`config.mk`:
```
export PLATFORM = sky130hd
export DESIGN_NAME = quoted_command_tokenizer_flat
export DESIGN_NICKNAME = d
export VERILOG_FILES = /design/src/hw/rtl/qct_pkg.sv /design/src/hw/rtl/qct_if.sv /design/src/hw/rtl/qct_scan.sv /design/src/hw/rtl/quoted_command_tokenizer.sv /design/src/flat_wrapper.sv
export SDC_FILE = /design/constraint.sdc
export NUM_CORES = 1
export LEC_CHECK = 0
export CAP_MARGIN = 20
export CORE_UTILIZATION = 35
export DETAILED_ROUTE_END_ITERATION = 8
export DONT_BUFFER_PORTS = 1
export HOLD_SLACK_MARGIN = 0.15
export PLACE_DENSITY = 0.59
export RECOVER_POWER = 25
export SLEW_MARGIN = 10
export SYNTH_ARGS = -nofsm -noshare
export SYNTH_HDL_FRONTEND = slang
export SYNTH_SLANG_ARGS = --single-unit
```
`constraint.sdc`:
```
create_clock -name clk_i -period 4.75 [get_ports clk_i]
set_input_delay 0.7125 -clock clk_i [delete_from_list [all_inputs] [get_ports clk_i]]
set_output_delay 0.7125 -clock clk_i [all_outputs]
set_load 0.005 [all_outputs]
```
`src/hw/rtl/qct_pkg.sv`:
```
// Shared constants, types and helpers for the quoted command tokenizer.
package qct_pkg;

  // Sizing of the line and the argument list.
  localparam int unsigned MaxArgs   = 16;
  localparam int unsigned LineBytes = 4096;
  localparam int unsigned PosW      = $clog2(LineBytes + 1);
  localparam int unsigned ArgsW     = $clog2(MaxArgs + 1);

  // Fixed field widths of a result item.
  localparam int unsigned TokW   = 12;
  localparam int unsigned IdxW   = 4;
  localparam int unsigned CountW = 5;

  // Special byte codes.
  localparam logic [7:0] ChrNul   = 8'd0;
  localparam logic [7:0] ChrTab   = 8'd9;
  localparam logic [7:0] ChrLf    = 8'd10;
  localparam logic [7:0] ChrVt    = 8'd11;
  localparam logic [7:0] ChrFf    = 8'd12;
  localparam logic [7:0] ChrCr    = 8'd13;
  localparam logic [7:0] ChrSpace = 8'd32;
  localparam logic [7:0] ChrQuote = 8'd34;

  // Line status codes reported at line end.
  typedef enum logic [1:0] {
    ST_OK       = 2'd0,
    ST_TOO_MANY = 2'd1,
    ST_UNCLOSED = 2'd2,
    ST_TOO_LONG = 2'd3
  } status_e;

  // One result item plus a flag that says whether the byte produces one.
  typedef struct packed {
    logic              emit;
    logic              token_valid;
    logic [TokW-1:0]   token_offset;
    logic [TokW-1:0]   token_length;
    logic [IdxW-1:0]   token_index;
    logic              line_done;
    status_e           line_status;
    logic [CountW-1:0] arg_count;
  } result_t;

  // Clamp a line position to the 12-bit token fields.
  function automatic logic [TokW-1:0] sat_tok(input logic [PosW-1:0] v);
    logic [TokW-1:0] r;
    if (32'(v) > 32'((1 << TokW) - 1)) begin
      r = '1;
    end else begin
      r = TokW'(v);
    end
    return r;
  endfunction

  // Clamp the argument count to the 5-bit count field.
  function automatic logic [CountW-1:0] sat_count(input logic [ArgsW-1:0] v);
    logic [CountW-1:0] r;
    if (32'(v) > 32'((1 << CountW) - 1)) begin
      r = '1;
    end else begin
      r = CountW'(v);
    end
    return r;
  endfunction

endpackage

```
`src/hw/rtl/qct_if.sv`:
```
// Handshake interfaces for the byte input channel and the result channel.
interface qct_byte_if;
  logic       valid;
  logic       ready;
  logic [7:0] line_byte;

  modport source (output valid, output line_byte, input ready);
  modport sink   (input valid, input line_byte, output ready);
endinterface

interface qct_result_if;
  logic                         valid;
  logic                         ready;
  logic                         token_valid;
  logic [qct_pkg::TokW-1:0]     token_offset;
  logic [qct_pkg::TokW-1:0]     token_length;
  logic [qct_pkg::IdxW-1:0]     token_index;
  logic                         line_done;
  logic [1:0]                   line_status;
  logic [qct_pkg::CountW-1:0]   arg_count;

  modport source (
    output valid, output token_valid, output token_offset, output token_length,
    output token_index, output line_done, output line_status, output arg_count,
    input ready
  );
  modport sink (
    input valid, input token_valid, input token_offset, input token_length,
    input token_index, input line_done, input line_status, input arg_count,
    output ready
  );
endinterface

```
`src/hw/rtl/qct_scan.sv`:
```
// Scanner state and the single-pass logic that turns one byte into a result.
module qct_scan (
  input  logic             clk_i,
  input  logic             rst_ni,
  input  logic             step_i,
  input  logic [7:0]       byte_i,
  output qct_pkg::result_t res_o
);

  typedef enum logic [1:0] {
    MODE_GAP    = 2'd0,
    MODE_PLAIN  = 2'd1,
    MODE_QUOTED = 2'd2
  } scan_mode_e;

  scan_mode_e                   mode_q, mode_d;
  logic [qct_pkg::PosW-1:0]     pos_q, pos_d;
  logic [qct_pkg::PosW-1:0]     off_q, off_d;
  logic [qct_pkg::ArgsW-1:0]    args_q, args_d;
  qct_pkg::status_e             err_q, err_d;

  logic                         is_end;
  logic                         is_gap;
  logic                         is_quote;
  logic                         finish;
  logic                         tok;
  logic [qct_pkg::PosW:0]       off_cand;
  logic [qct_pkg::PosW-1:0]     tok_len;

  // Byte classes.
  always_comb begin
    is_end   = (byte_i == qct_pkg::ChrNul) || (byte_i == qct_pkg::ChrLf) ||
               (byte_i == qct_pkg::ChrCr);
    is_gap   = (byte_i == qct_pkg::ChrTab) || (byte_i == qct_pkg::ChrVt) ||
               (byte_i == qct_pkg::ChrFf) || (byte_i == qct_pkg::ChrSpace);
    is_quote = (byte_i == qct_pkg::ChrQuote);
  end

  assign tok_len = pos_q - off_q;

  // Next state and result for the byte in hand.
  always_comb begin
    mode_d   = mode_q;
    pos_d    = pos_q;
    off_d    = off_q;
    err_d    = err_q;
    finish   = 1'b0;
    tok      = 1'b0;
    off_cand = {1'b0, off_q};

    // An ordinary byte past the line limit marks the line too long.
    if (!is_end && (pos_q >= qct_pkg::PosW'(qct_pkg::LineBytes)) &&
        (err_q == qct_pkg::ST_OK)) begin
      err_d = qct_pkg::ST_TOO_LONG;
    end

    case (mode_q)
      MODE_PLAIN: begin
        if (is_end || is_gap) begin
          finish = 1'b1;
          mode_d = MODE_GAP;
        end
      end
      MODE_QUOTED: begin
        if (is_end) begin
          if (err_d == qct_pkg::ST_OK) begin
            err_d = qct_pkg::ST_UNCLOSED;
          end
        end else if (is_quote) begin
          finish = 1'b1;
          mode_d = MODE_GAP;
        end
      end
      default: begin
        // Between tokens; the unused mode code behaves the same way.
        mode_d = MODE_GAP;
        if (!is_end && !is_gap) begin
          if (is_quote) begin
            mode_d   = MODE_QUOTED;
            off_cand = {1'b0, pos_q} + 1'b1;
          end else begin
            mode_d   = MODE_PLAIN;
            off_cand = {1'b0, pos_q};
          end
        end
      end
    endcase

    // With no error set, a finished token is reported while below MaxArgs.
    if (finish && (err_d == qct_pkg::ST_OK)) begin
      if (args_q >= qct_pkg::ArgsW'(qct_pkg::MaxArgs)) begin
        err_d = qct_pkg::ST_TOO_MANY;
      end else begin
        tok = 1'b1;
      end
    end
    args_d = args_q + qct_pkg::ArgsW'(tok);

    // Position advances and saturates; the start offset never passes it.
    if (pos_q < qct_pkg::PosW'(qct_pkg::LineBytes)) begin
      pos_d = pos_q + 1'b1;
    end
    if (off_cand > {1'b0, pos_d}) begin
      off_d = pos_d;
    end else begin
      off_d = off_cand[qct_pkg::PosW-1:0];
    end

    // Result item.
    res_o              = '0;
    res_o.emit         = tok || is_end;
    res_o.token_valid  = tok;
    res_o.line_done    = is_end;
    res_o.line_status  = is_end ? err_d : qct_pkg::ST_OK;
    res_o.arg_count    = qct_pkg::sat_count(args_d);
    if (tok) begin
      res_o.token_offset = qct_pkg::sat_tok(off_q);
      res_o.token_length = qct_pkg::sat_tok(tok_len);
      res_o.token_index  = qct_pkg::IdxW'(args_q);
    end
  end

  // Scanner state; a line-ending byte clears everything.
  always_ff @(posedge clk_i or negedge rst_ni) begin
    if (!rst_ni) begin
      mode_q <= MODE_GAP;
      pos_q  <= '0;
      off_q  <= '0;
      args_q <= '0;
      err_q  <= qct_pkg::ST_OK;
    end else if (step_i) begin
      if (is_end) begin
        mode_q <= MODE_GAP;
        pos_q  <= '0;
        off_q  <= '0;
        args_q <= '0;
        err_q  <= qct_pkg::ST_OK;
      end else begin
        mode_q <= mode_d;
        pos_q  <= pos_d;
        off_q  <= off_d;
        args_q <= args_d;
        err_q  <= err_d;
      end
    end
  end

  // The token start never lies beyond the current position.
  a_off_le_pos: assert property (@(posedge clk_i) disable iff (!rst_ni)
    off_q <= pos_q)
    else $error("token start beyond line position");

  // The argument count never exceeds the limit.
  a_args_bound: assert property (@(posedge clk_i) disable iff (!rst_ni)
    args_q <= qct_pkg::ArgsW'(qct_pkg::MaxArgs))
    else $error("argument count beyond limit");

  // A line end leaves a cleared scanner behind.
  a_line_clear: assert property (@(posedge clk_i) disable iff (!rst_ni)
    step_i && is_end |=> (pos_q == '0) && (args_q == '0) &&
                         (err_q == qct_pkg::ST_OK) && (mode_q == MODE_GAP))
    else $error("scanner not cleared after line end");

  // No token is reported once an error is recorded.
  a_no_tok_after_err: assert property (@(posedge clk_i) disable iff (!rst_ni)
    step_i && res_o.token_valid |-> (err_q == qct_pkg::ST_OK))
    else $error("token reported after an error");

endmodule

```
`src/hw/rtl/quoted_command_tokenizer.sv`:
```
// Top level of the quoted command tokenizer: input register, scanner, result register.
//
//   channel  | dir | payload                                       | accepted when
//   ---------+-----+-----------------------------------------------+----------------------
//   in_if    | in  | line_byte                                     | valid && ready
//   out_if   | out | token_valid/offset/length/index, line_done,   | valid && ready
//            |     | line_status, arg_count                        |
//
// One byte per cycle while no result stalls: a byte is registered, scanned combinationally and its
// result, if any, lands in the output register.
// The scanner state updates only when the registered byte moves on.
// Reset (rst_ni low, asynchronous) empties both registers and clears the scanner.
// A stalled result holds the byte behind it; bytes with no result pass regardless.
module quoted_command_tokenizer (
  input logic           clk_i,
  input logic           rst_ni,
  qct_byte_if.sink      in_if,
  qct_result_if.source  out_if
);

  logic             in_valid_q;
  logic [7:0]       in_byte_q;
  logic             out_valid_q;
  qct_pkg::result_t out_q;
  qct_pkg::result_t res;
  logic             advance;
  logic             in_fire;

  // The registered byte moves on unless its result would meet a stalled one.
  assign advance = in_valid_q && (!res.emit || !out_valid_q || out_if.ready);
  assign in_if.ready = !in_valid_q || advance;
  assign in_fire = in_if.valid && in_if.ready;

  qct_scan u_scan (
    .clk_i  (clk_i),
    .rst_ni (rst_ni),
    .step_i (advance),
    .byte_i (in_byte_q),
    .res_o  (res)
  );

  // Valid flags of the input and result registers.
  always_ff @(posedge clk_i or negedge rst_ni) begin
    if (!rst_ni) begin
      in_valid_q  <= 1'b0;
      out_valid_q <= 1'b0;
    end else begin
      in_valid_q <= in_fire || (in_valid_q && !advance);
      if (advance && res.emit) begin
        out_valid_q <= 1'b1;
      end else if (out_if.ready) begin
        out_valid_q <= 1'b0;
      end
    end
  end

  // Payload registers.
  always_ff @(posedge clk_i) begin
    if (in_fire) begin
      in_byte_q <= in_if.line_byte;
    end
    if (advance && res.emit) begin
      out_q <= res;
    end
  end

  assign out_if.valid        = out_valid_q;
  assign out_if.token_valid  = out_q.token_valid;
  assign out_if.token_offset = out_q.token_offset;
  assign out_if.token_length = out_q.token_length;
  assign out_if.token_index  = out_q.token_index;
  assign out_if.line_done    = out_q.line_done;
  assign out_if.line_status  = out_q.line_status;
  assign out_if.arg_count    = out_q.arg_count;

  // A result item in the output register is never overwritten while stalled.
  a_no_overwrite: assert property (@(posedge clk_i) disable iff (!rst_ni)
    out_valid_q && !out_if.ready |-> !(advance && res.emit))
    else $error("stalled result overwritten");

  // Every result item holds a token or a line end.
  a_out_nonempty: assert property (@(posedge clk_i) disable iff (!rst_ni)
    out_valid_q |-> (out_q.token_valid || out_q.line_done))
    else $error("empty result item");

  // A byte held in the input register waits only behind a stalled result.
  a_hold_reason: assert property (@(posedge clk_i) disable iff (!rst_ni)
    in_valid_q && !advance |-> out_valid_q && !out_if.ready && res.emit)
    else $error("input byte held without cause");

endmodule

```
`src/flat_wrapper.sv`:
```
// flat-port wrapper written by rule: the top's interface ports become plain ports
module quoted_command_tokenizer_flat 
  (clk_i, rst_ni, in_if_valid, in_if_line_byte, in_if_ready, out_if_valid, out_if_token_valid, out_if_token_offset, out_if_token_length, out_if_token_index, out_if_line_done, out_if_line_status, out_if_arg_count, out_if_ready);
  qct_byte_if in_if_i ();
  qct_result_if out_if_i ();
  input logic clk_i;
  input logic rst_ni;
  input wire logic [$bits(in_if_i.valid)-1:0] in_if_valid;
  input wire logic [$bits(in_if_i.line_byte)-1:0] in_if_line_byte;
  output wire logic [$bits(in_if_i.ready)-1:0] in_if_ready;
  output wire logic [$bits(out_if_i.valid)-1:0] out_if_valid;
  output wire logic [$bits(out_if_i.token_valid)-1:0] out_if_token_valid;
  output wire logic [$bits(out_if_i.token_offset)-1:0] out_if_token_offset;
  output wire logic [$bits(out_if_i.token_length)-1:0] out_if_token_length;
  output wire logic [$bits(out_if_i.token_index)-1:0] out_if_token_index;
  output wire logic [$bits(out_if_i.line_done)-1:0] out_if_line_done;
  output wire logic [$bits(out_if_i.line_status)-1:0] out_if_line_status;
  output wire logic [$bits(out_if_i.arg_count)-1:0] out_if_arg_count;
  input wire logic [$bits(out_if_i.ready)-1:0] out_if_ready;
  assign in_if_i.valid = in_if_valid;
  assign in_if_i.line_byte = in_if_line_byte;
  assign in_if_ready = in_if_i.ready;
  assign out_if_valid = out_if_i.valid;
  assign out_if_token_valid = out_if_i.token_valid;
  assign out_if_token_offset = out_if_i.token_offset;
  assign out_if_token_length = out_if_i.token_length;
  assign out_if_token_index = out_if_i.token_index;
  assign out_if_line_done = out_if_i.line_done;
  assign out_if_line_status = out_if_i.line_status;
  assign out_if_arg_count = out_if_i.arg_count;
  assign out_if_i.ready = out_if_ready;
  quoted_command_tokenizer u_core (.clk_i(clk_i), .rst_ni(rst_ni), .in_if(in_if_i), .out_if(out_if_i));
endmodule
```
==> summary.md <==
| Metric | Value |
|---|---|
| Gr usage total | `0.168` |
| Cell Area, Synth | `4970 µm²` |
| Area of the multi-input gates | `between 2000 and 2500 µm²` |
| Status | `finished with violations` |
| Slew @ Worst Pin | `approximately 2.1 ns` |
| Post-CTS Resized | `0` |
| Worst flop-to-flop path endpoint | `u_core.u_scan.off_q[6]$_DFFE_PN0P_` |
| Final Power | `3400 µW` |
| Overflow after GRT | `0` |
| Vias in the first global route | `3616` |
| Tmin final | `4.20 ns` |
| Io pins | `51` |
| Fraction of final layout cells sized beyond drive strength 1 | `0.0798` |
| Hold Crit Class | `in -> reg` |
| Routed vias/inst | `5.49` |
| Reg2Reg Launch Point | `u_core.in_byte_q[0]$_DFFE_PP_` |
| Pre-Repair DR Iteration Count | `5` |
| Share of the synthesized area in the top cell type | `0.272` |
| Mapped Cells | `between 500 and 600` |
| Final hold violations | `0` |
| Number of setup violations in the final report | `0` |
| Clock transition at path regs | `0.06 ns` |
| Synth cell types | `65` |
| Slowest stage delay, CP | `0.60 ns` |
| Hold Buf Count CTS | `1` |
| Crit Path Class | `reg -> reg` |
| Worst Path Arrival | `4.45 ns` |
| Post-DP HPWL | `8410 µm` |
| Post-synthesis sequential area ratio | `0.459` |
| CTS tree | `done` |
| Fin nets | `540` |
| Die Y | `121 µm` |
| Ant. Diodes | `0` |
| Critical path peak fanout | `26` |
| Final worst setup slack | `0.547 ns` |
| Fillers | `between 1000 and 1500` |
| IO Port Bufs | `0` |
| FF-to-FF setup slack | `0.55 ns` |
| Initial DRC Count | `243` |
| CP endpoint kind | `flop` |
| Worst Clk Skew | `between 0.009 and 0.01 ns` |
| Final antenna-violating net count | `0` |
| Post-synth net total | `548` |
| Slowest CP cell | `nor4_1` |
| Clock latency on the worst-skew pair | `~0.35 ns` |
| Clock buffer depth | `2` |
| Row count | `43` |
| Syn-to-layout area delta | `10.9%` |
| Largest net degree at the start of global routing | `38` |
| Core area | `13900 µm²` |
| Worst reg2reg path depth | `14` |
| Post-synth top cells | `54 x nor2_1, 45 x edfxtp_1, 40 x nand2_1, 37 x dfrtp_1, 31 x ha_1` |
| Fin Setup TNS | `0 ns` |
| Asr flop ratio synth | `0.451` |
| CP Cell Sequence | `nor4_1 -> a211oi_1 -> nor2_1 -> nor2_1 -> o221a_2 -> ha_1 -> and4_1 -> o211ai_1 -> a31oi_1 -> nor4_1 -> o32a_1 -> buf_4 -> o32ai_1 -> a31o_2` |
| Cell with the most instances after synthesis | `nor2_1` |
| Routability cong. | `0.868` |
| Worst setup startpoint | `u_core.in_byte_q[0]$_DFFE_PP_` |
| Reg area | `2280 µm²` |
| Synthesized flop and latch total | `82` |
| EDFF count, synth | `45` |
| H-tree depth | `3` |
| Achievable Freq | `238 MHz` |
| Initial antenna violation count | `0` |
| Final WL | `~12000 µm` |
| Peak VDD IR | `between 0.2 and 0.25 mV` |
| Main synth FF type | `edfxtp_1` |
| Pre-CTS setup slack | `0.583 ns` |
| Failing checks | `capacitance limit, slew limit` |
| Area leader, netlist | `edfxtp_1` |
| YS warnings | `0` |
| Routed wire per std cell | `17.1 µm` |
| Global-route wire length before repair | `18600 µm` |
| PD cells | `between 600 and 700 nW/µm²` |
| Tcrit/Tclk final | `0.885` |
| Clock root cell | `clkbuf_16` |
| Leakage | `0.00214 µW` |
| Max-slew violations | `38` |
| Die ar. | `14700 µm²` |
| Sinks on Clock Net | `82` |
| # Post-CTS Setup Buffers | `0` |
| Max Cap Viol | `1` |
| Critical path required time | `~5.0 ns` |
| DR vias | `between 3000 and 4000` |
| DR DRC count | `0` |
| Initial Util | `0.358` |
| Critical path startpoint category | `flop` |
| Die W | `121 µm` |
| RSZ-0062 raised after global routing | `no` |
| Synth top area cells | `edfxtp_1 27%, dfrtp_1 19%, ha_1 7.8%, nor2_1 4.1%, xnor2_1 3.2%` |
| TritonCTS buffer count | `9` |
| Worst relative slew slack | `-0.403` |
| Synth Area per Inst | `roughly 9.9 µm²` |
| Setup crit end | `u_core.u_scan.off_q[6]$_DFFE_PN0P_` |
stage by stage:
| stage | area (µm²) | hold WS [ns] | cells | utilization |
|---|---|---|---|---|
| 2_1_floorplan | 4970 | 0.417 | 504 | - |
| 3_3_place_gp | 5120 | 0.419 | 663 | 0.369 |
| 3_5_place_dp | 5120 | 0.419 | 663 | 0.369 |
| 4_1_cts | 5500 | 0.197 | 680 | 0.396 |
| 5_1_grt | 5510 | 0.438 | 681 | 0.397 |
| 6_report | 5510 | 0.458 | 681 | 0.397 |
cell type report:
type / instances / share of cell area
clock inverters: 7 / 0.0257
inverters: 27 / 0.0184
well taps: 180 / 0.0409
multi-input cells: 368 / 0.448
clock buffers: 9 / 0.0409
repair buffers: 8 / 0.0125
flip-flops and latches: 82 / 0.414
worst min-delay path by stage:
| stage | startpoint | endpoint | slack [ns] | depth (start not counted) |
|---|---|---|---|---|
| 2_1_floorplan | rst_ni | u_core.in_valid_q$_DFF_PN0_ | 0.42 | 0 |
| 3_3_place_gp | rst_ni | u_core.u_scan.pos_q[2]$_DFFE_PN0P_ | 0.42 | 0 |
| 3_5_place_dp | rst_ni | u_core.u_scan.off_q[3]$_DFFE_PN0P_ | 0.42 | 0 |
| 4_1_cts | rst_ni | u_core.u_scan.off_q[3]$_DFFE_PN0P_ | 0.20 | 1 |
| 5_1_grt | in_if_line_byte[3] | u_core.in_byte_q[3]$_DFFE_PP_ | 0.44 | 0 |
| 6_report | in_if_line_byte[5] | u_core.in_byte_q[5]$_DFFE_PP_ | 0.46 | 0 |
worst max-delay path: cells and delay by family (launching register included):
kind	cells	cell delay, ns
flops	1	0.47
fa+ha+maj	1	0.29
compound gates	7	1.32
buf+inv	1	0.28
simple gates	5	1.75
metal layers:
layer | routed length (µm) | GRT usage | up-vias
li1 | - | - | 1846
met1 | 5420 | 0.206 | 1779
met2 | 5570 | 0.274 | 100
met3 | 440 | 0.0484 | 15
met4 | 233 | 0.0725 | 0
met5 | 0 | 0 | -
state kept, by name (all words and copies together) (netlist names), 2 cells and up:
signal                      count
u_core.u_scan.off_q            13
u_core.u_scan.pos_q            13
u_core.out_if.token_length     12
u_core.out_if.token_offset     12
u_core.in_byte_q                8
u_core.out_if.arg_count         5
u_core.u_scan.args_q            5
u_core.out_if.token_index       4
u_core.out_if.line_status       2
u_core.u_scan.err_q             2
u_core.u_scan.mode_q            2
cells by family (layout without fill, tap and decap cells):
logic type               Yosys count  after routing  synth area share
AO/OA/AOI/OAI                    132            132             0.184
buffers and inverters             54             51            0.0461
flip-flops                        82             82             0.459
XOR/XNOR                          25             25            0.0441
adder cells (fa/ha/maj)           32             32            0.0821
multiplexers                       5              5            0.0101
AND/OR/NAND/NOR                  174            174             0.175
placed cells by master, fill, tap and decap left out, types with 6 or more instances in the layout:
cell type	synthesis	routed
ha_1	31	31
inv_1	27	27
nand3_1	18	18
edfxtp_1	45	45
a21oi_1	26	26
o21ai_0	28	28
buf_4	0	6
a31oi_1	6	6
xor2_1	7	7
nor2_1	54	53
nor4_1	6	6
a22oi_1	6	6
dfrtp_1	37	37
nand2b_1	6	6
xnor2_1	18	18
clkbuf_16	0	9
nor3_1	15	15
o32ai_1	10	10
nand2_1	40	40
and2_1	7	7
power breakdown:
part | internal (µW) | switching [µW] | leakage (µW) | total (µW)
Clock | 566 | 294 | 0.000176 | 861
Sequential | 834 | 136 | 0.000929 | 970
Combinational | 659 | 909 | 0.00104 | 1570
(Power assumes the default switching activity.)
